[src/rtl/core/sag_pkg.sv]
package sag_pkg;

  // sizing
  localparam int QUEUE_DEPTH = 16;
  localparam int MIN_LIMIT   = 1;
  localparam int MAX_LIMIT   = 64;
  localparam int ID_BITS     = 8;

  localparam int PTR_W     = (QUEUE_DEPTH > 1) ? $clog2(QUEUE_DEPTH) : 1;
  localparam int PTR_SUM_W = PTR_W + 1;
  localparam int CNT_W     = $clog2(QUEUE_DEPTH + 1);
  localparam int SLOT_W    = $clog2(MAX_LIMIT + 1);
  localparam int SLOT_INC_W = SLOT_W + 1;
  localparam int ID_W      = ID_BITS;

  // fixed field widths
  localparam int KIND_W      = 3;
  localparam int REQ_W       = 8;
  localparam int NEW_LIMIT_W = 8;
  localparam int EVENT_W     = 4;
  localparam int WHO_W       = 8;
  localparam int ACT_OUT_W   = 7;
  localparam int Q_OUT_W     = 5;

  // item kinds
  localparam logic [KIND_W-1:0] KIND_ACQUIRE = 3'd0;
  localparam logic [KIND_W-1:0] KIND_RELEASE = 3'd1;
  localparam logic [KIND_W-1:0] KIND_CANCEL  = 3'd2;
  localparam logic [KIND_W-1:0] KIND_SETLIM  = 3'd3;
  localparam logic [KIND_W-1:0] KIND_FLUSH   = 3'd4;

  // event codes
  localparam logic [EVENT_W-1:0] EV_GRANTED    = 4'd0;
  localparam logic [EVENT_W-1:0] EV_REFUSED    = 4'd1;
  localparam logic [EVENT_W-1:0] EV_QUEUED     = 4'd2;
  localparam logic [EVENT_W-1:0] EV_PROMOTED   = 4'd3;
  localparam logic [EVENT_W-1:0] EV_CANCELLED  = 4'd4;
  localparam logic [EVENT_W-1:0] EV_NOT_FOUND  = 4'd5;
  localparam logic [EVENT_W-1:0] EV_RELEASED   = 4'd6;
  localparam logic [EVENT_W-1:0] EV_LIMIT_SET  = 4'd7;
  localparam logic [EVENT_W-1:0] EV_FLUSHED    = 4'd8;
  localparam logic [EVENT_W-1:0] EV_FLUSH_DONE = 4'd9;

  // input item
  typedef struct packed {
    logic [KIND_W-1:0]      kind;
    logic [REQ_W-1:0]       requester;
    logic                   may_wait;
    logic [NEW_LIMIT_W-1:0] new_limit;
  } op_t;

  // result item
  typedef struct packed {
    logic [EVENT_W-1:0]   event_res;
    logic [WHO_W-1:0]     who;
    logic [ACT_OUT_W-1:0] active_count;
    logic [Q_OUT_W-1:0]   queued_count;
    logic                 last;
  } ev_t;

  // datapath micro-operations
  typedef enum logic [3:0] {
    UOP_NONE,
    UOP_LATCH,
    UOP_ACQUIRE,
    UOP_RELEASE,
    UOP_SETLIM,
    UOP_PROMOTE,
    UOP_FLUSH_ONE,
    UOP_FLUSH_DONE,
    UOP_SCAN_START,
    UOP_SCAN_STEP,
    UOP_SHIFT_WR,
    UOP_CANCEL_END
  } uop_t;

  // queue read address select
  typedef enum logic [1:0] {
    RD_HEAD,
    RD_SCAN,
    RD_SCAN_NEXT
  } rd_sel_t;

  typedef struct packed {
    uop_t    uop;
    rd_sel_t rd_sel;
  } cmd_t;

  typedef struct packed {
    logic is_acquire;
    logic is_release;
    logic is_cancel;
    logic is_setlim;
    logic is_flush;
    logic queue_empty;
    logic rel_last;
    logic set_last;
    logic promo_last;
    logic flush_last;
    logic match;
    logic scan_end;
    logic shift_end;
    logic out_free;
  } stat_t;

  // circular pointer add, both operands below the depth
  function automatic logic [PTR_W-1:0] ptr_add(input logic [PTR_W-1:0] a,
                                               input logic [PTR_W-1:0] b);
    logic [PTR_SUM_W-1:0] s;
    s = {1'b0, a} + {1'b0, b};
    if (s >= PTR_SUM_W'(QUEUE_DEPTH)) begin
      s = s - PTR_SUM_W'(QUEUE_DEPTH);
    end
    return s[PTR_W-1:0];
  endfunction

endpackage

[src/rtl/core/sag_ctrl.sv]
module sag_ctrl (
  input  logic          clk,
  input  logic          rst,
  input  logic          op_valid,
  output logic          op_ready,
  input  sag_pkg::stat_t stat,
  output sag_pkg::cmd_t  cmd
);
  import sag_pkg::*;

  typedef enum logic [11:0] {
    ST_IDLE       = 12'b0000_0000_0001,
    ST_DISPATCH   = 12'b0000_0000_0010,
    ST_PROMO_RD   = 12'b0000_0000_0100,
    ST_PROMO_EMIT = 12'b0000_0000_1000,
    ST_FLUSH_RD   = 12'b0000_0001_0000,
    ST_FLUSH_EMIT = 12'b0000_0010_0000,
    ST_FLUSH_DONE = 12'b0000_0100_0000,
    ST_SCAN_RD    = 12'b0000_1000_0000,
    ST_SCAN_CMP   = 12'b0001_0000_0000,
    ST_SHIFT_RD   = 12'b0010_0000_0000,
    ST_SHIFT_WR   = 12'b0100_0000_0000,
    ST_CANCEL_END = 12'b1000_0000_0000
  } state_t;

  state_t state;
  state_t state_next;

  // state register
  always_ff @(posedge clk) begin
    if (rst) begin
      state <= ST_IDLE;
    end else begin
      state <= state_next;
    end
  end

  assign op_ready = (state == ST_IDLE);

  // sequencing of micro-operations
  always_comb begin
    state_next = state;
    cmd.uop    = UOP_NONE;
    cmd.rd_sel = RD_HEAD;
    unique case (state)
      ST_IDLE: begin
        if (op_valid) begin
          cmd.uop    = UOP_LATCH;
          state_next = ST_DISPATCH;
        end
      end
      ST_DISPATCH: begin
        priority if (stat.is_acquire) begin
          if (stat.out_free) begin
            cmd.uop    = UOP_ACQUIRE;
            state_next = ST_IDLE;
          end
        end else if (stat.is_release) begin
          if (stat.out_free) begin
            cmd.uop    = UOP_RELEASE;
            state_next = stat.rel_last ? ST_IDLE : ST_PROMO_RD;
          end
        end else if (stat.is_setlim) begin
          if (stat.out_free) begin
            cmd.uop    = UOP_SETLIM;
            state_next = stat.set_last ? ST_IDLE : ST_PROMO_RD;
          end
        end else if (stat.is_flush) begin
          if (!stat.queue_empty) begin
            state_next = ST_FLUSH_RD;
          end else if (stat.out_free) begin
            cmd.uop    = UOP_FLUSH_DONE;
            state_next = ST_IDLE;
          end
        end else if (stat.is_cancel) begin
          if (!stat.queue_empty) begin
            cmd.uop    = UOP_SCAN_START;
            state_next = ST_SCAN_RD;
          end else if (stat.out_free) begin
            cmd.uop    = UOP_CANCEL_END;
            state_next = ST_IDLE;
          end
        end else begin
          // undefined kind gives no result
          state_next = ST_IDLE;
        end
      end
      ST_PROMO_RD: begin
        state_next = ST_PROMO_EMIT;
      end
      ST_PROMO_EMIT: begin
        if (stat.out_free) begin
          cmd.uop    = UOP_PROMOTE;
          state_next = stat.promo_last ? ST_IDLE : ST_PROMO_RD;
        end
      end
      ST_FLUSH_RD: begin
        state_next = ST_FLUSH_EMIT;
      end
      ST_FLUSH_EMIT: begin
        if (stat.out_free) begin
          cmd.uop    = UOP_FLUSH_ONE;
          state_next = stat.flush_last ? ST_FLUSH_DONE : ST_FLUSH_RD;
        end
      end
      ST_FLUSH_DONE: begin
        if (stat.out_free) begin
          cmd.uop    = UOP_FLUSH_DONE;
          state_next = ST_IDLE;
        end
      end
      ST_SCAN_RD: begin
        cmd.rd_sel = RD_SCAN;
        state_next = ST_SCAN_CMP;
      end
      ST_SCAN_CMP: begin
        cmd.uop = UOP_SCAN_STEP;
        if (stat.scan_end) begin
          state_next = ST_CANCEL_END;
        end else if (stat.match) begin
          state_next = ST_SHIFT_RD;
        end else begin
          state_next = ST_SCAN_RD;
        end
      end
      ST_SHIFT_RD: begin
        cmd.rd_sel = RD_SCAN_NEXT;
        state_next = ST_SHIFT_WR;
      end
      ST_SHIFT_WR: begin
        cmd.uop    = UOP_SHIFT_WR;
        state_next = stat.shift_end ? ST_CANCEL_END : ST_SHIFT_RD;
      end
      ST_CANCEL_END: begin
        if (stat.out_free) begin
          cmd.uop    = UOP_CANCEL_END;
          state_next = ST_IDLE;
        end
      end
      default: begin
        state_next = ST_IDLE;
      end
    endcase
  end

endmodule

[src/rtl/core/sag_datapath.sv]
module sag_datapath (
  input  logic           clk,
  input  logic           rst,
  input  sag_pkg::op_t   op,
  input  sag_pkg::cmd_t  cmd,
  output sag_pkg::stat_t stat,
  output logic           ev_valid,
  input  logic           ev_ready,
  output sag_pkg::ev_t   ev
);
  import sag_pkg::*;

  // control state
  logic [SLOT_W-1:0] slot_limit;
  logic [SLOT_W-1:0] active_slots;
  logic [CNT_W-1:0]  wait_count;
  logic [PTR_W-1:0]  head;
  logic [CNT_W-1:0]  idx;
  logic              found;

  logic [SLOT_W-1:0] slot_limit_next;
  logic [SLOT_W-1:0] active_slots_next;
  logic [CNT_W-1:0]  wait_count_next;
  logic [PTR_W-1:0]  head_next;
  logic [CNT_W-1:0]  idx_next;
  logic              found_next;

  // payload state
  op_t             cur;
  op_t             cur_next;
  logic [ID_W-1:0] wait_queue [QUEUE_DEPTH];
  logic [ID_W-1:0] rd_data;
  ev_t             ev_next;

  // queue port signals
  logic             mem_we;
  logic [PTR_W-1:0] wr_addr;
  logic [ID_W-1:0]  wr_data;
  logic [PTR_W-1:0] rd_addr;

  // derived values
  logic [SLOT_W-1:0]     lim_clamped;
  logic [SLOT_W-1:0]     act_dec;
  logic [SLOT_INC_W-1:0] act_inc;
  logic [CNT_W-1:0]      idx_inc;
  logic [CNT_W-1:0]      idx_inc2;
  logic                  can_grant;
  logic                  queue_full;
  logic                  emit;
  logic [EVENT_W-1:0]    res_event;
  logic [WHO_W-1:0]      res_who;
  logic                  res_last;

  // slot and index arithmetic
  always_comb begin
    if (cur.new_limit < NEW_LIMIT_W'(MIN_LIMIT)) begin
      lim_clamped = SLOT_W'(MIN_LIMIT);
    end else if (cur.new_limit > NEW_LIMIT_W'(MAX_LIMIT)) begin
      lim_clamped = SLOT_W'(MAX_LIMIT);
    end else begin
      lim_clamped = SLOT_W'(cur.new_limit);
    end
    act_dec    = (active_slots != '0) ? active_slots - SLOT_W'(1) : active_slots;
    act_inc    = SLOT_INC_W'(active_slots) + SLOT_INC_W'(1);
    idx_inc    = idx + CNT_W'(1);
    idx_inc2   = idx + CNT_W'(2);
    can_grant  = (active_slots < slot_limit);
    queue_full = (wait_count >= CNT_W'(QUEUE_DEPTH));
  end

  // status toward the controller
  always_comb begin
    stat.is_acquire  = (cur.kind == KIND_ACQUIRE);
    stat.is_release  = (cur.kind == KIND_RELEASE);
    stat.is_cancel   = (cur.kind == KIND_CANCEL);
    stat.is_setlim   = (cur.kind == KIND_SETLIM);
    stat.is_flush    = (cur.kind == KIND_FLUSH);
    stat.queue_empty = (wait_count == '0);
    stat.rel_last    = (wait_count == '0) || !(act_dec < slot_limit);
    stat.set_last    = (wait_count == '0) || !(active_slots < lim_clamped);
    stat.promo_last  = (wait_count == CNT_W'(1)) || !(act_inc < SLOT_INC_W'(slot_limit));
    stat.flush_last  = (wait_count == CNT_W'(1));
    stat.match       = (rd_data == ID_W'(cur.requester));
    stat.scan_end    = (idx_inc == wait_count);
    stat.shift_end   = (idx_inc2 >= wait_count);
    stat.out_free    = !ev_valid || ev_ready;
  end

  // queue read address
  always_comb begin
    unique case (cmd.rd_sel)
      RD_HEAD:      rd_addr = head;
      RD_SCAN:      rd_addr = ptr_add(head, idx[PTR_W-1:0]);
      RD_SCAN_NEXT: rd_addr = ptr_add(head, idx_inc[PTR_W-1:0]);
      default:      rd_addr = head;
    endcase
  end

  // micro-operation decode
  always_comb begin
    slot_limit_next   = slot_limit;
    active_slots_next = active_slots;
    wait_count_next   = wait_count;
    head_next         = head;
    idx_next          = idx;
    found_next        = found;
    cur_next          = cur;
    emit              = 1'b0;
    res_event         = EV_GRANTED;
    res_who           = '0;
    res_last          = 1'b0;
    mem_we            = 1'b0;
    wr_addr           = ptr_add(head, wait_count[PTR_W-1:0]);
    wr_data           = ID_W'(cur.requester);
    unique case (cmd.uop)
      UOP_NONE: begin
      end
      UOP_LATCH: begin
        cur_next   = op;
        found_next = 1'b0;
      end
      UOP_ACQUIRE: begin
        emit     = 1'b1;
        res_who  = WHO_W'(cur.requester);
        res_last = 1'b1;
        if (can_grant) begin
          active_slots_next = active_slots + SLOT_W'(1);
          res_event         = EV_GRANTED;
        end else if (!cur.may_wait || queue_full) begin
          res_event = EV_REFUSED;
        end else begin
          mem_we          = 1'b1;
          wait_count_next = wait_count + CNT_W'(1);
          res_event       = EV_QUEUED;
        end
      end
      UOP_RELEASE: begin
        emit              = 1'b1;
        active_slots_next = act_dec;
        res_event         = EV_RELEASED;
        res_last          = stat.rel_last;
      end
      UOP_SETLIM: begin
        emit            = 1'b1;
        slot_limit_next = lim_clamped;
        res_event       = EV_LIMIT_SET;
        res_last        = stat.set_last;
      end
      UOP_PROMOTE: begin
        emit              = 1'b1;
        active_slots_next = act_inc[SLOT_W-1:0];
        wait_count_next   = wait_count - CNT_W'(1);
        head_next         = ptr_add(head, PTR_W'(1));
        res_event         = EV_PROMOTED;
        res_who           = WHO_W'(rd_data);
        res_last          = stat.promo_last;
      end
      UOP_FLUSH_ONE: begin
        emit            = 1'b1;
        wait_count_next = wait_count - CNT_W'(1);
        head_next       = ptr_add(head, PTR_W'(1));
        res_event       = EV_FLUSHED;
        res_who         = WHO_W'(rd_data);
      end
      UOP_FLUSH_DONE: begin
        emit      = 1'b1;
        res_event = EV_FLUSH_DONE;
        res_last  = 1'b1;
      end
      UOP_SCAN_START: begin
        idx_next = '0;
      end
      UOP_SCAN_STEP: begin
        if (stat.match) begin
          found_next = 1'b1;
        end else begin
          idx_next = idx_inc;
        end
      end
      UOP_SHIFT_WR: begin
        // move the entry behind the gap one place toward the head
        mem_we   = 1'b1;
        wr_addr  = ptr_add(head, idx[PTR_W-1:0]);
        wr_data  = rd_data;
        idx_next = idx_inc;
      end
      UOP_CANCEL_END: begin
        emit     = 1'b1;
        res_who  = WHO_W'(cur.requester);
        res_last = 1'b1;
        if (found) begin
          wait_count_next = wait_count - CNT_W'(1);
          res_event       = EV_CANCELLED;
        end else begin
          res_event = EV_NOT_FOUND;
        end
      end
      default: begin
      end
    endcase
    ev_next.event_res    = res_event;
    ev_next.who          = res_who;
    ev_next.active_count = ACT_OUT_W'(active_slots_next);
    ev_next.queued_count = Q_OUT_W'(wait_count_next);
    ev_next.last         = res_last;
  end

  // control registers
  always_ff @(posedge clk) begin
    if (rst) begin
      slot_limit   <= SLOT_W'(MIN_LIMIT);
      active_slots <= '0;
      wait_count   <= '0;
      head         <= '0;
      idx          <= '0;
      found        <= 1'b0;
      ev_valid     <= 1'b0;
    end else begin
      slot_limit   <= slot_limit_next;
      active_slots <= active_slots_next;
      wait_count   <= wait_count_next;
      head         <= head_next;
      idx          <= idx_next;
      found        <= found_next;
      if (emit) begin
        ev_valid <= 1'b1;
      end else if (ev_ready) begin
        ev_valid <= 1'b0;
      end
    end
  end

  // payload registers
  always_ff @(posedge clk) begin
    cur <= cur_next;
    if (emit) begin
      ev <= ev_next;
    end
  end

  // wait queue storage, registered read
  always_ff @(posedge clk) begin
    if (mem_we) begin
      wait_queue[wr_addr] <= wr_data;
    end
    rd_data <= wait_queue[rd_addr];
  end

endmodule

[src/rtl/core/slot_admission_gate_core.sv]
// slot admission gate: counting gate with a bounded wait queue
// op channel (op_valid/op_ready/op) carries one request item: acquire,
// release, cancel, set limit or flush. ev channel (ev_valid/ev_ready/ev)
// returns the event items it causes; the final one has last set.
// one request item is worked on at a time; op_ready is high only when the
// gate is idle, and the next item can enter while the last event still
// sits in the output register.
// acquire, release, set limit and any item on an empty queue load the
// event register from the dispatch state; each promotion and each flushed
// waiter first reads the queue head, then emits its event.
// acquire and cancel give one event, release and set limit give 1 + k
// events for k promotions, flush gives n + 1 events for n waiters.
// the wait queue has one read and one write port, and its reads are
// registered; cancel scans it one entry at a time and then closes the gap.
// reset: slot limit goes to its minimum, no slots held, queue empty.
// a stall on ev_ready holds the event register and freezes the sequencer
// at the next event; nothing is dropped.
module slot_admission_gate_core (
  input  logic         clk,
  input  logic         rst,
  input  logic         op_valid,
  output logic         op_ready,
  input  sag_pkg::op_t op,
  output logic         ev_valid,
  input  logic         ev_ready,
  output sag_pkg::ev_t ev
);
  import sag_pkg::*;

  cmd_t  cmd;
  stat_t stat;

  // sequencer
  sag_ctrl u_ctrl (
    .clk      (clk),
    .rst      (rst),
    .op_valid (op_valid),
    .op_ready (op_ready),
    .stat     (stat),
    .cmd      (cmd)
  );

  // counters, wait queue and event register
  sag_datapath u_datapath (
    .clk      (clk),
    .rst      (rst),
    .op       (op),
    .cmd      (cmd),
    .stat     (stat),
    .ev_valid (ev_valid),
    .ev_ready (ev_ready),
    .ev       (ev)
  );

endmodule

[config.mk]
export PLATFORM = sky130hd
export DESIGN_NAME = slot_admission_gate_core
export DESIGN_NICKNAME = d
export VERILOG_FILES = /design/src/rtl/core/sag_pkg.sv /design/src/rtl/core/sag_ctrl.sv /design/src/rtl/core/sag_datapath.sv /design/src/rtl/core/slot_admission_gate_core.sv
export SDC_FILE = /design/constraint.sdc
export NUM_CORES = 1
export LEC_CHECK = 0
export BUFFER_PORTS_ARGS = -buffer_cell sky130_fd_sc_hd__buf_2
export CAP_MARGIN = 30
export CELL_PAD_IN_SITES_DETAIL_PLACEMENT = 1
export CELL_PAD_IN_SITES_GLOBAL_PLACEMENT = 1
export CORE_MARGIN = 4
export CORE_UTILIZATION = 46
export DETAILED_ROUTE_END_ITERATION = 7
export PLACE_DENSITY = 0.8
export REMOVE_ABC_BUFFERS = 1
export SLEW_MARGIN = 0
export SYNTH_ARGS = -nofsm -noshare
export SYNTH_HDL_FRONTEND = slang
export SYNTH_HIERARCHICAL = 1
export SYNTH_SLANG_ARGS = --single-unit
[constraint.sdc]
create_clock -name clk -period 3.74 [get_ports clk]
set_input_delay 0.187 -clock clk [delete_from_list [all_inputs] [get_ports clk]]
set_output_delay 0.187 -clock clk [all_outputs]
set_load 0.02 [all_outputs]
* Word-level counts from Yosys, hierarchy flattened
Memory sizes are Yosys's and may differ from the RTL's. A register that Yosys moved wholly into a read port is not among the register bits. Cells that the tools add are included.
Operators by class: $add $sub $neg 15, multiply operators 0, div/mod/pow operators 0, $lt $le $gt $ge 12, eq/ne operators 39, shift-type cells 0, multiplexer cells 72, bitwise operators 0, reduce and logical (&&, ||, !) cells 24
Operators by type and width (count):
- 2-to-1 mux 12 bit | 15
- one-hot mux 12 bit (11 select lines) | 1
- 2-to-1 mux 4 bit | 14
- 2-to-1 mux 7 bit | 5
- one-hot mux 4 bit (8 select lines) | 1
- one-hot mux 5 bit (3 select lines) | 2
- one-hot mux 4 bit (7 select lines) | 1
- greater-or-equal comparator 5 bit (second input constant) | 5
- < comparator 7 bit | 3
- 2-to-1 mux 3 bit | 7
- one-hot mux 7 bit (3 select lines) | 1
- 2-to-1 mux 5 bit | 4
- == test 4 x 3 -> 1 bit (second input constant) | 4
- == test 4 bit (second input constant) | 4
- one-hot mux 8 bit (2 select lines) | 1
- subtractor 4 x 1 -> 4 bit (second input constant) | 4
- adder 4 x 4 -> 5 bit | 3
- == test 12 x 1 -> 1 bit (second input constant) | 1
- == test 12 x 10 -> 1 bit (second input constant) | 1
- == test 12 x 11 -> 1 bit (second input constant) | 1
- == test 12 bit (second input constant) | 1
- == test 12 x 2 -> 1 bit (second input constant) | 1
- == test 12 x 3 -> 1 bit (second input constant) | 1
- == test 12 x 4 -> 1 bit (second input constant) | 1
- other kinds (48) | 80
Word-level totals: flip-flop bits (word level) 87, latch bits 0, bits in writable memories 128, memory bits (read-only) 0, input bits 24, output and inout bits 27, word-level logic and storage cells 180, memories 1
Memories:
- u_datapath.wait_queue | words 16, width 8, read ports 1, clocked after Yosys merged registers in 1, wr ports 1, RTL line sag_datapath.sv:31 | logic [ID_W-1:0] wait_queue [QUEUE_DEPTH];

* Depth between registers and ports, before layout
Gate-level depths: netlist (run 1).
depth after elaboration 14, gate-level depth with buffers 16, depth with buffers taken out 15

* Cells and area by module
Netlist (run 1), hierarchy kept.
By module, submodules not included:
- sag_datapath | times used 1, cells an instance 813, area an instance 10461.3 um2, sequential area each 5955.7 um2
- sag_ctrl | times used 1, cells an instance 158, area an instance 1191.1 um2, sequential area each 240.2 um2

* Worst setup path before layout (run 1)
OpenSTA, ideal clock, no wires.
kind register -> register, start register u_ctrl.state[4], end register u_datapath/ev[0] (netlist name), setup time 417 ps, arrival time 3688 ps, required time 3323 ps, slack -366 ps, stages on the path, launching flop included 12, path buffers 3, clock period less this slack 4106 ps, cell sequence dfxtp_1 clkbuf_1 nor4_2 nand2_1 and4bb_2 nor2_1 o311ai_0 a221o_1 clkbuf_1 buf_1 nand2b_1 a21oi_1
RTL lines:
- from (decl) | RTL line sag_ctrl.sv:26 | state_t state;
- from (signal assigned) | RTL line sag_ctrl.sv:34 | state <= state_next;

==> results of run 1 <==
==> sequential cells by signal, indices dropped and copies added, names as in the netlist <==
name,cells
u_datapath/ev_valid,1
u_datapath/rd_data,8
u_datapath/head,4
u_datapath/idx,5
u_datapath/active_slots,7
u_datapath/wait_count,5
u_datapath/cur,20
u_ctrl/state,12
u_datapath/found,1
u_datapath/ev,25
u_datapath/wait_queue,128
u_datapath/slot_limit,7
==> power breakdown <==
part           total [uW]  internal, uW  switching [uW]
Sequential           2800          2750            43.0
Combinational         546           197             349
Clock                2410          1390            1020
==> per-layer routing <==
| metal | global-route usage [%] | wire [um] |
|---|---|---|
| met1 | 31.46 | 14900 |
| met2 | 40.44 | 16950 |
| met3 | 3.088 | 1810 |
| met4 | 7.022 | 990 |
| met5 | 0 | 0 |
==> stage by stage <==
step / TNS, ps / utilization [%]
floorplan: -159670 / -
global placement: 0 / 51.69
detailed placement: 0 / 51.75
CTS: 0 / 55.76
global route: -5666 / 56.34
finish: 0 / 56.34
==> worst paths after layout <==
check | from | endpoint | slack (ps) | depth (start not counted)
worst min-delay path | rst | u_datapath/active_slots[1] | 30 | 2
worst max-delay path | u_datapath/wait_count[0] | u_datapath/wait_queue[9][4] | 20 | 14
worst min register to register | u_datapath/slot_limit[1] | u_datapath/slot_limit[1] | 460 | 2
worst max register to register | u_datapath/wait_count[0] | u_datapath/wait_queue[9][4] | 20 | 14
==> worst max-delay path: stages (launching register included) <==
cell      delay, ps
dfxtp_1         340
inv_1            60
ha_1            230
and3_1          190
inv_1            90
nor3_1           80
o21ai_0         150
o311ai_0        150
a221o_1         450
or4b_4          590
nor3_4          280
buf_4           190
a32oi_4         200
nor3_2          250
buf_6           180
==> layout make-up <==
cell class	count	area [um2]
inverters	32	120.1
fillers	2521	10740
repair buffers	152	1152
well taps	324	405.4
multi-input cells	665	5199
clock inverters	16	176.4
clock buffers	27	611.8
flip-flops and latches	223	6197
==> placed cells by master, fill, tap and decap left out, types with 4 or more instances in the layout <==
cell type / instances
a32oi_1: 5
a22o_1: 8
dlygate4sd3_1: 20
a21o_1: 12
o211ai_1: 4
edfxtp_1: 173
nand3_1: 24
mux2_2: 8
and3_1: 8
xnor2_1: 34
o21ai_0: 30
nor3b_1: 7
a21oi_1: 34
mux2i_1: 126
or3_1: 4
ha_1: 48
clkinvlp_4: 4
clkbuf_16: 24
buf_12: 6
a31oi_1: 5
dfxtp_1: 49
nand2b_1: 14
nand4_1: 9
nor3_2: 8
nor2_1: 68
nor2b_1: 22
a221oi_1: 4
nor4b_1: 4
nand2_1: 42
buf_2: 50
and2_1: 4
nor3_1: 25
a211oi_1: 4
buf_4: 74
clkinv_2: 4
xor2_1: 12
inv_1: 32
==> repair_timing <==
item | 4_1_cts | 5_1_grt
hold buffers | 20 | 0
endpoints found under the setup margin | 0 | 138
gates resized for setup | 0 | 24
endpoints found under the hold margin | 20 | 0
setup buffers | 0 | 3
==> cells by family (layout without fill, tap and decap cells) <==
| logic type | after synthesis | after routing | share of synthesized area, % |
|---|---|---|---|
| AO/OA/AOI/OAI | 159 | 159 | 9.492 |
| XOR/XNOR | 49 | 49 | 3.801 |
| adder cells (fa/ha/maj) | 51 | 51 | 5.670 |
| buffers and inverters | 83 | 227 | 3.436 |
| flip-flops | 223 | 223 | 53.17 |
| multiplexers | 136 | 136 | 11.81 |
| AND/OR/NAND/NOR | 270 | 270 | 12.62 |
==> flow_metrics.env, run 1 <==
export IMPL_maxSlewHeadroom_pct=55.95
export IMPL_via_per_inst=5.911
export IMPL_placedCellCount=1373
export IMPL_finalNetCount=1173
export IMPL_place_ws_ps=65.53
export IMPL_area_growth_pct=18.96
export IMPL_initial_core_util_pct=47.36
export IMPL_synthArstFlopShare_pct=0
export IMPL_finalHoldViolCount=0
export IMPL_die_y_um=167.2
export IMPL_clk_latency_ps=540
export IMPL_crit_fanout=8
export IMPL_avgSynthCellArea_um2=12.00
export IMPL_tightestPinTransition_ps=660.7
export IMPL_layout_drive_gt1_share_pct=20.27
export IMPL_p_leak_uw=0.005242
export IMPL_cts_sinks=223
export IMPL_cts_tree="yes"
export IMPL_maxSlewViolCount=0
export IMPL_yosys_area_top_type_share_pct=44.58
export IMPL_design_area_um2=13860
export IMPL_fin_cells=1439
export IMPL_crit_path_start_kind="register"
export IMPL_finalCritPeriodShare_pct=99.55
export IMPL_drtIter0Drc=660
export IMPL_wl_per_cell_um=24.08
export IMPL_drt_total_wl_um=34650
export IMPL_synth_distinct_cells=87
export IMPL_ys_flop_type="edfxtp_1"
export IMPL_cts_buffers=24
export IMPL_rsz0062_at_grt="true"
export IMPL_gp_congestion=0.8913
export IMPL_timing_worst_setup_path_type="reg2reg"
export IMPL_hold_path_class="in2reg"
export IMPL_syn_area_um2=11650
export IMPL_crit_arrival_ps=3970
export IMPL_synth_area_leader_cell="edfxtp_1"
export IMPL_die_area_um2=27940
export IMPL_cp_required_ps=3990
export IMPL_diodes=0
export IMPL_ys_seq_area_share_pct=53.17
export IMPL_drtPass1Iterations=5
export IMPL_yosys_warnings=6
export IMPL_io_buffer_count=50
export IMPL_overflow=0
export IMPL_place_area_um2=12730
export IMPL_grt_pass1_wl_um=51960
export IMPL_antenna_found_initial=0
export IMPL_powerDensity_nw_per_um2=415.0
export IMPL_peakVddDrop_mv=0.3629
export IMPL_setup_viol=0
export IMPL_power_total_uw=5753
export IMPL_synth_area_top_cells="edfxtp_1 (45%), mux2i_1 (11%), dfxtp_1 (8.6%)"
export IMPL_maxCapViolCount=0
export IMPL_ioPinCount=51
export IMPL_clk_pin_slew_ps=70
export IMPL_grt_util_all_layers_pct=23.56
export IMPL_clock_path_buffers=3
export IMPL_synth_edf_count=173
export IMPL_drc=0
export IMPL_fmax_mhz=268.6
export IMPL_grt_max_degree=30
export IMPL_synthTopCellsByCount="edfxtp_1 (173), mux2i_1 (127), nor2_1 (69)"
export IMPL_ant_nets=0
export IMPL_grt_pass1_vias=8809
export IMPL_synth_seq_cells=223
export IMPL_rows=57
export IMPL_holdWs_ps=25.95
export IMPL_yosysMostFrequentCell="edfxtp_1"
export IMPL_setup_ws_ps=16.82
export IMPL_vias=8506
export IMPL_htreeDepth=1
export IMPL_fin_crit_ps=3723
export IMPL_core_um2=24600
export IMPL_endpoint_kind="register"
export IMPL_synthCells=971
export IMPL_status="complete, no violations"
export IMPL_hpwl_um=23600
export IMPL_die_w_um=167.2
export IMPL_cts_root_buffer="clkbuf_16"
export IMPL_skew_ps=19.95
(Power assumes the default switching activity.)
==> run 2, diff against run 1 <==
==> constraint.sdc (replaced) <==
create_clock -name clk -period 3.74 [get_ports clk]
set_input_delay 0.748 -clock clk [delete_from_list [all_inputs] [get_ports clk]]
set_output_delay 0.748 -clock clk [all_outputs]
set_load 0.02 [all_outputs]
==> flow_metrics.env, run 2 (synthesis gave the netlist of run 1 again) <==
export IMPL_status="complete, no violations"
export IMPL_top_layer_used="met4"
export IMPL_crit_fanout=8
export IMPL_drtIter0Drc=756
export IMPL_grt_pass1_wl_um=52630
export IMPL_endpoint_kind="register"
export IMPL_clk_pin_slew_ps=60
export IMPL_cts_tree="yes"
export IMPL_layout_drive_gt1_share_pct=22.50
export IMPL_slowest_delay_ps=540
export IMPL_crit_buf_inv=4
export IMPL_timing_worst_setup_path_type="reg2reg"
export IMPL_critPathTopFamily="simple AND/OR/NAND/NOR gates"
export IMPL_finalCritPeriodShare_pct=97.78
export IMPL_hold_depth=1
export IMPL_diodes=0
export IMPL_vias=8504
export IMPL_skew_ps=21.46
export IMPL_via_per_inst=5.926
export IMPL_holdWs_ps=381.6
export IMPL_area_growth_pct=19.69
export IMPL_finalHoldViolCount=0
export IMPL_reg_top3="u_datapath/wait_queue: 128 flops, u_datapath/ev: 25 flops, u_datapath/cur: 20 flops"
export IMPL_overflow=0
export IMPL_drc=0
export IMPL_maxSlewViolCount=0
export IMPL_cp_depth=12
export IMPL_wl_per_cell_um=24.09
export IMPL_tightestPinTransition_ps=951.3
export IMPL_ant_nets=0
export IMPL_hold_path_class="in2reg"
export IMPL_fin_crit_ps=3657
export IMPL_final_cell_mix="edfxtp_1 (173), mux2i_1 (126), buf_4 (84)"
export IMPL_hpwl_um=23250
export IMPL_crit_top_cell="buf_4"
export IMPL_clock_path_buffers=3
export IMPL_maxCapViolCount=0
export IMPL_regArea_um2=6196
export IMPL_grt_pass1_vias=8901
export IMPL_multi_input_area_um2=5266
export IMPL_m1WireLength_um=14930
export IMPL_crit_arrival_ps=3900
export IMPL_rows=57
export IMPL_reg2reg_depth=12
export IMPL_largest_reg_flops=128
export IMPL_maxSlewHeadroom_pct=36.58
export IMPL_powerDensity_nw_per_um2=428.5
export IMPL_wl_met3_um=2034
export IMPL_p_leak_uw=0.005347
export IMPL_final_util_pct=56.68
export IMPL_dr_wl_met2_um=16390
export IMPL_clk_latency_ps=550
export IMPL_htreeDepth=1
export IMPL_grt_util_all_layers_pct=23.77
export IMPL_drt_total_wl_um=34560
export IMPL_gp_congestion=0.8931
export IMPL_ioPinCount=51
export IMPL_setup_viol=0
export IMPL_drtPass1Iterations=5
export IMPL_fmax_mhz=273.5
export IMPL_grt_max_degree=43
export IMPL_core_um2=24600
export IMPL_die_area_um2=27940
export IMPL_path_cells="nor4_2, buf_4, nand3b_1, or4_1, nand3_1, or4b_4, nor3_4, buf_6, a32oi_2, buf_4, nor3_1, buf_4"
export IMPL_die_y_um=167.2
export IMPL_cp_required_ps=3990
export IMPL_crit_path_start_kind="register"
export IMPL_critPathSlowestCell="or4_1"
export IMPL_initial_core_util_pct=47.36
export IMPL_antenna_found_initial=0
export IMPL_io_buffer_count=50
export IMPL_fillerInstances=2517
export IMPL_peakVddDrop_mv=0.3937
export IMPL_cts_buffers=25
export IMPL_finalNetCount=1167
export IMPL_top_register="u_datapath/wait_queue"
export IMPL_cts_root_buffer="clkbuf_16"
export IMPL_die_w_um=167.2
export IMPL_final_common_cell="edfxtp_1"
export IMPL_cts_sinks=223
-- run 2: cell count changes in the layout (fill, tap and decap cells not counted), moves of 2 or more --
| cell | previous run | this run |
|---|---|---|
| buf_6 | 1 | 4 |
| buf_4 | 74 | 84 |
| a32oi_2 | 0 | 2 |
| a32oi_4 | 2 | 0 |
| nor3_2 | 8 | 11 |
| clkbuf_8 | 0 | 6 |
| xnor2_4 | 0 | 2 |
| xnor2_2 | 2 | 0 |
| nor3_1 | 25 | 20 |
| clkinv_1 | 3 | 0 |
| clkbuf_1 | 3 | 5 |
| dlygate4sd3_1 | 20 | 0 |
| clkinvlp_4 | 4 | 1 |
| nor3_4 | 1 | 3 |
-- run 2: final timing paths --
check                           startpoint                     endpoint  slack, ps
setup / recovery          u_ctrl/state[11]  u_datapath/wait_queue[7][3]         80
hold / removal                      op[18]           u_datapath/cur[18]        380
setup reg to reg          u_ctrl/state[11]  u_datapath/wait_queue[7][3]         80
hold reg to reg   u_datapath/slot_limit[4]     u_datapath/slot_limit[4]        450
-- run 2: routing by layer --
layer | track usage (%) | vias to the layer above
met2 | 39.52 | 320
met1 | 32.61 | 4230
met3 | 2.829 | 71
li1 | - | 3883
met4 | 8.080 | 0
met5 | 0 | -
-- run 2: area by class of cell --
type                       count  area share (%)
sequential                   223           44.42
clock buffer                  36           5.212
clock inverter                10           1.229
multi-input combinational    665           37.76
tap                          324           2.907
timing repair buffer         145           7.607
inverter                      32          0.8612
-- run 2: metrics by stage --
step | std cells | total power, uW | setup WS (ps) | setup TNS [ps] | instance area [um2]
floorplan | 920 | 3127 | -5403 | -159670 | 11370
global placement | 1386 | 3337 | 95.25 | 0 | 12820
detailed placement | 1387 | 3354 | -43.80 | -349.9 | 12840
CTS | 1433 | 6011 | 0.6630 | 0 | 13740
global route | 1435 | 6194 | -31.99 | -448.2 | 13950
finish | 1435 | 5977 | 83.13 | 0 | 13950
-- run 2: timing repair --
| item | 4_1_cts | 5_1_grt |
|---|---|---|
| hold buffers | 0 | 0 |
| pin swaps | 1 | 4 |
| hold endpoints to repair | 0 | 0 |
| gates cloned | 0 | 0 |
| setup buffers | 0 | 2 |
| setup endpoints to repair | 72 | 139 |
| gates resized for setup | 0 | 40 |
-- run 2: power breakdown --
group	total, uW	leakage (uW)	internal [uW]	switching (uW)
Clock	2650	0.000440	1640	1020
Sequential	2800	0.00199	2750	42.6
Combinational	527	0.00292	181	345
Total	5980	0.00535	4570	1410
==> run 3, diff against run 2 <==
- ABC_AREA: default -> 1
- CORE_UTILIZATION: 46 -> 43
- HOLD_SLACK_MARGIN: default -> 0.02
- PLACE_DENSITY: 0.8 -> 0.79
- SLEW_MARGIN: 0 -> 10
==> flow_metrics.env, run 3 <==
export IMPL_finalNetCount=1522
export IMPL_hold_depth=1
export IMPL_place_area_um2=12870
export IMPL_grt_pass1_wl_um=54340
export IMPL_drtIter0Drc=543
export IMPL_die_y_um=175.1
export IMPL_overflow=0
export IMPL_synthArstFlopShare_pct=0
export IMPL_yosys_warnings=6
export IMPL_clk_latency_ps=540
export IMPL_powerDensity_nw_per_um2=477.1
export IMPL_drc=0
export IMPL_die_w_um=175.1
export IMPL_r2r_start="u_datapath/wait_count[0]"
export IMPL_multi_input_area_um2=4841
export IMPL_fin_crit_ps=3455
export IMPL_yosys_area_top_type_share_pct=43.25
export IMPL_grt_max_degree=44
export IMPL_avgSynthCellArea_um2=8.845
export IMPL_fin_tns_setup_ps=0
export IMPL_cts_root_buffer="clkbuf_16"
export IMPL_synthMuxAreaShare_pct=0
export IMPL_cts_buffers=25
export IMPL_finalCritPeriodShare_pct=92.38
export IMPL_crit_arrival_ps=3700
export IMPL_postCtsSetupRepairBufs=0
export IMPL_clock_path_buffers=3
export IMPL_wl_per_cell_um=18.58
export IMPL_cts_sinks=223
export IMPL_tightestPinTransition_ps=766.4
export IMPL_crit_path_start_kind="register"
export IMPL_antenna_found_initial=0
export IMPL_io_buffer_count=50
export IMPL_clk_pin_slew_ps=60
export IMPL_endpoint_kind="register"
export IMPL_slowest_delay_ps=340
export IMPL_vias=9564
export IMPL_synth_xor_area_share_pct=1.677
export IMPL_yosys_area_share_simple_pct=23.21
export IMPL_cts_tree="yes"
export IMPL_hpwl_um=24720
export IMPL_finalHoldViolCount=0
export IMPL_synthCells=1358
export IMPL_rr_endpoint="u_datapath/wait_queue[12][7]"
export IMPL_ioPinCount=51
export IMPL_top_register="u_datapath/wait_queue"
export IMPL_peakVddDrop_mv=0.3453
export IMPL_rsz0062_at_grt="true"
export IMPL_synthTopCellsByCount="nand2_1 (400), inv_1 (198), edfxtp_1 (173)"
export IMPL_path_cells="inv_1, ha_1, nor3b_2, nand2_1, inv_1, buf_4, a21oi_1, nor2_1, a31o_2, inv_1, nand2_1, nor2_4, inv_1, nand2_1, o21ai_1, inv_1, nand3_2, nor2_1, buf_4"
export IMPL_regArea_um2=6196
export IMPL_grtUsageMet2_pct=39.48
export IMPL_hold_path_class="in2reg"
export IMPL_crit_fanout=8
export IMPL_fmax_mhz=289.4
export IMPL_synth_area_top_cells="edfxtp_1 (43%), nand2_1 (13%), dfxtp_1 (8.3%)"
export IMPL_initial_core_util_pct=44.08
export IMPL_synthAdderAreaFrac_pct=5.500
export IMPL_p_leak_uw=0.006223
export IMPL_power_total_uw=6561
export IMPL_synth_distinct_cells=53
export IMPL_area_growth_pct=14.48
export IMPL_final_common_cell="nand2_1"
export IMPL_status="complete, no violations"
export IMPL_grtUsageMet1_pct=27.88
export IMPL_skew_ps=14.73
export IMPL_drt_total_wl_um=34150
export IMPL_rrSetupSlack_ps=290
export IMPL_gp_congestion=0.8455
export IMPL_ys_flop_type="edfxtp_1"
export IMPL_rows=60
export IMPL_crit_top_cell="inv_1"
export IMPL_design_area_um2=13750
export IMPL_synth_compound_area_share_pct=9.552
export IMPL_reg2reg_depth=19
export IMPL_critPathSlowestCell="dfxtp_1"
export IMPL_timing_worst_setup_path_type="reg2reg"
export IMPL_hold_start="op[0]"
export IMPL_synth_seq_cells=223
export IMPL_maxCapViolCount=0
export IMPL_core_um2=27250
export IMPL_ys_seq_area_share_pct=51.58
export IMPL_synth_area_leader_cell="edfxtp_1"
export IMPL_use_met3_pct=2.964
export IMPL_synth_top_family_by_area="simple AND/OR/NAND/NOR gates"
export IMPL_hold_end="u_datapath/cur[0]"
export IMPL_yosysMostFrequentCell="nand2_1"
export IMPL_final_cell_mix="nand2_1 (400), inv_1 (198), edfxtp_1 (173)"
export IMPL_grt_pass1_vias=10170
export IMPL_setup_viol=0
export IMPL_cp_required_ps=3990
export IMPL_diodes=0
export IMPL_drtPass1Iterations=5
export IMPL_grt_util_all_layers_pct=22.24
export IMPL_layout_drive_gt1_share_pct=13.85
export IMPL_fillerInstances=3260
export IMPL_syn_area_um2=12010
export IMPL_busiest_layer="met2"
export IMPL_largest_reg_flops=128
export IMPL_synth_edf_count=173
export IMPL_via_per_inst=5.203
export IMPL_reg_top3="u_datapath/wait_queue: 128 flops, u_datapath/ev: 25 flops, u_datapath/cur: 20 flops"
export IMPL_maxSlewHeadroom_pct=48.24
export IMPL_maxSlewViolCount=0
export IMPL_die_area_um2=30670
export IMPL_ant_nets=0
export IMPL_htreeDepth=1
-- run 3: changes by cell type after synthesis, sizes merged, moves of 13 or more --
| cell | delta |
|---|---|
| xnor2 | -30 |
| clkbuf | -20 |
| o211ai | +56 |
| nor2 | +34 |
| nand2 | +376 |
| nand2b | -15 |
| a21o | -13 |
| nor2b | -23 |
| inv | +175 |
| nor3 | -20 |
| nand3 | +53 |
| mux2i | -127 |
-- run 3: area by class of cell --
cell class                      instances  area share [%]
Clock inverter                         15           1.192
Multi-Input combinational cell        892           35.20
Clock buffer                           31           4.941
Timing Repair Buffer                   96           4.513
Inverter                              209           5.705
Sequential cell                       223           45.06
Tap cell                              372           3.385
-- run 3: worst max-delay path: cells and delay by family (launching register included) --
family / cells / cell delay, ps
AO/OA/AOI/OAI: 3 / 530
buffers and inverters: 7 / 930
flip-flops: 1 / 340
AND/OR/NAND/NOR: 8 / 1130
adder cells (fa/ha/maj): 1 / 240
-- run 3: repair_timing --
item / CTS / global route
pin swaps: 0 / 2
endpoints found under the hold margin: 0 / 0
endpoints found under the setup margin: 14 / 129
resized for setup: 1 / 9
hold buffers: 0 / 0
-- run 3: power by group --
part | internal [uW] | total [uW] | switching [uW]
clock | 1500 | 2510 | 1000
sequential | 2880 | 2950 | 66.5
combinational | 315 | 1110 | 790
total | 4700 | 6560 | 1860
-- run 3: layer usage --
metal,up-vias,share of wire [%]
li1,4673,-
met1,4623,42
met2,195,50
met3,73,4.0
met4,0,3.4
met5,-,0
-- run 3: how the worst max path moves through the flow --
| stage | cells past startpoint | endpoint | startpoint |
|---|---|---|---|
| after floorplan | 15 | u_datapath/wait_queue[11][0] | u_datapath/wait_count[1] |
| after global placement | 12 | u_datapath/wait_queue[1][3] | ev_ready |
| after detailed placement | 12 | u_datapath/wait_queue[15][0] | ev_ready |
| after CTS | 18 | u_datapath/wait_queue[6][3] | u_datapath/wait_count[0] |
| after global routing | 18 | u_datapath/wait_queue[6][3] | u_datapath/wait_count[0] |
| final | 19 | u_datapath/wait_queue[12][7] | u_datapath/wait_count[0] |
-- run 3: per-stage QoR --
stage               worst slack [ps]  utilization [%]  hold slack [ps]  std cells
floorplan                     -264.6                -            459.1       1324
global placement               114.3            47.23            480.5       1792
detailed placement            -93.64            47.23            494.5       1792
CTS                            84.26            50.34            355.0       1838
global route                  -11.23            50.46            359.5       1838
finish                         285.1            50.46            384.8       1838
-- run 3: kinds of logic after synthesis --
logic type | after synthesis
adder cells (fa/ha/maj) | 51
buffers and inverters | 243
XOR/XNOR | 23
AO/OA/AOI/OAI | 177
AND/OR/NAND/NOR | 641
flip-flops | 223
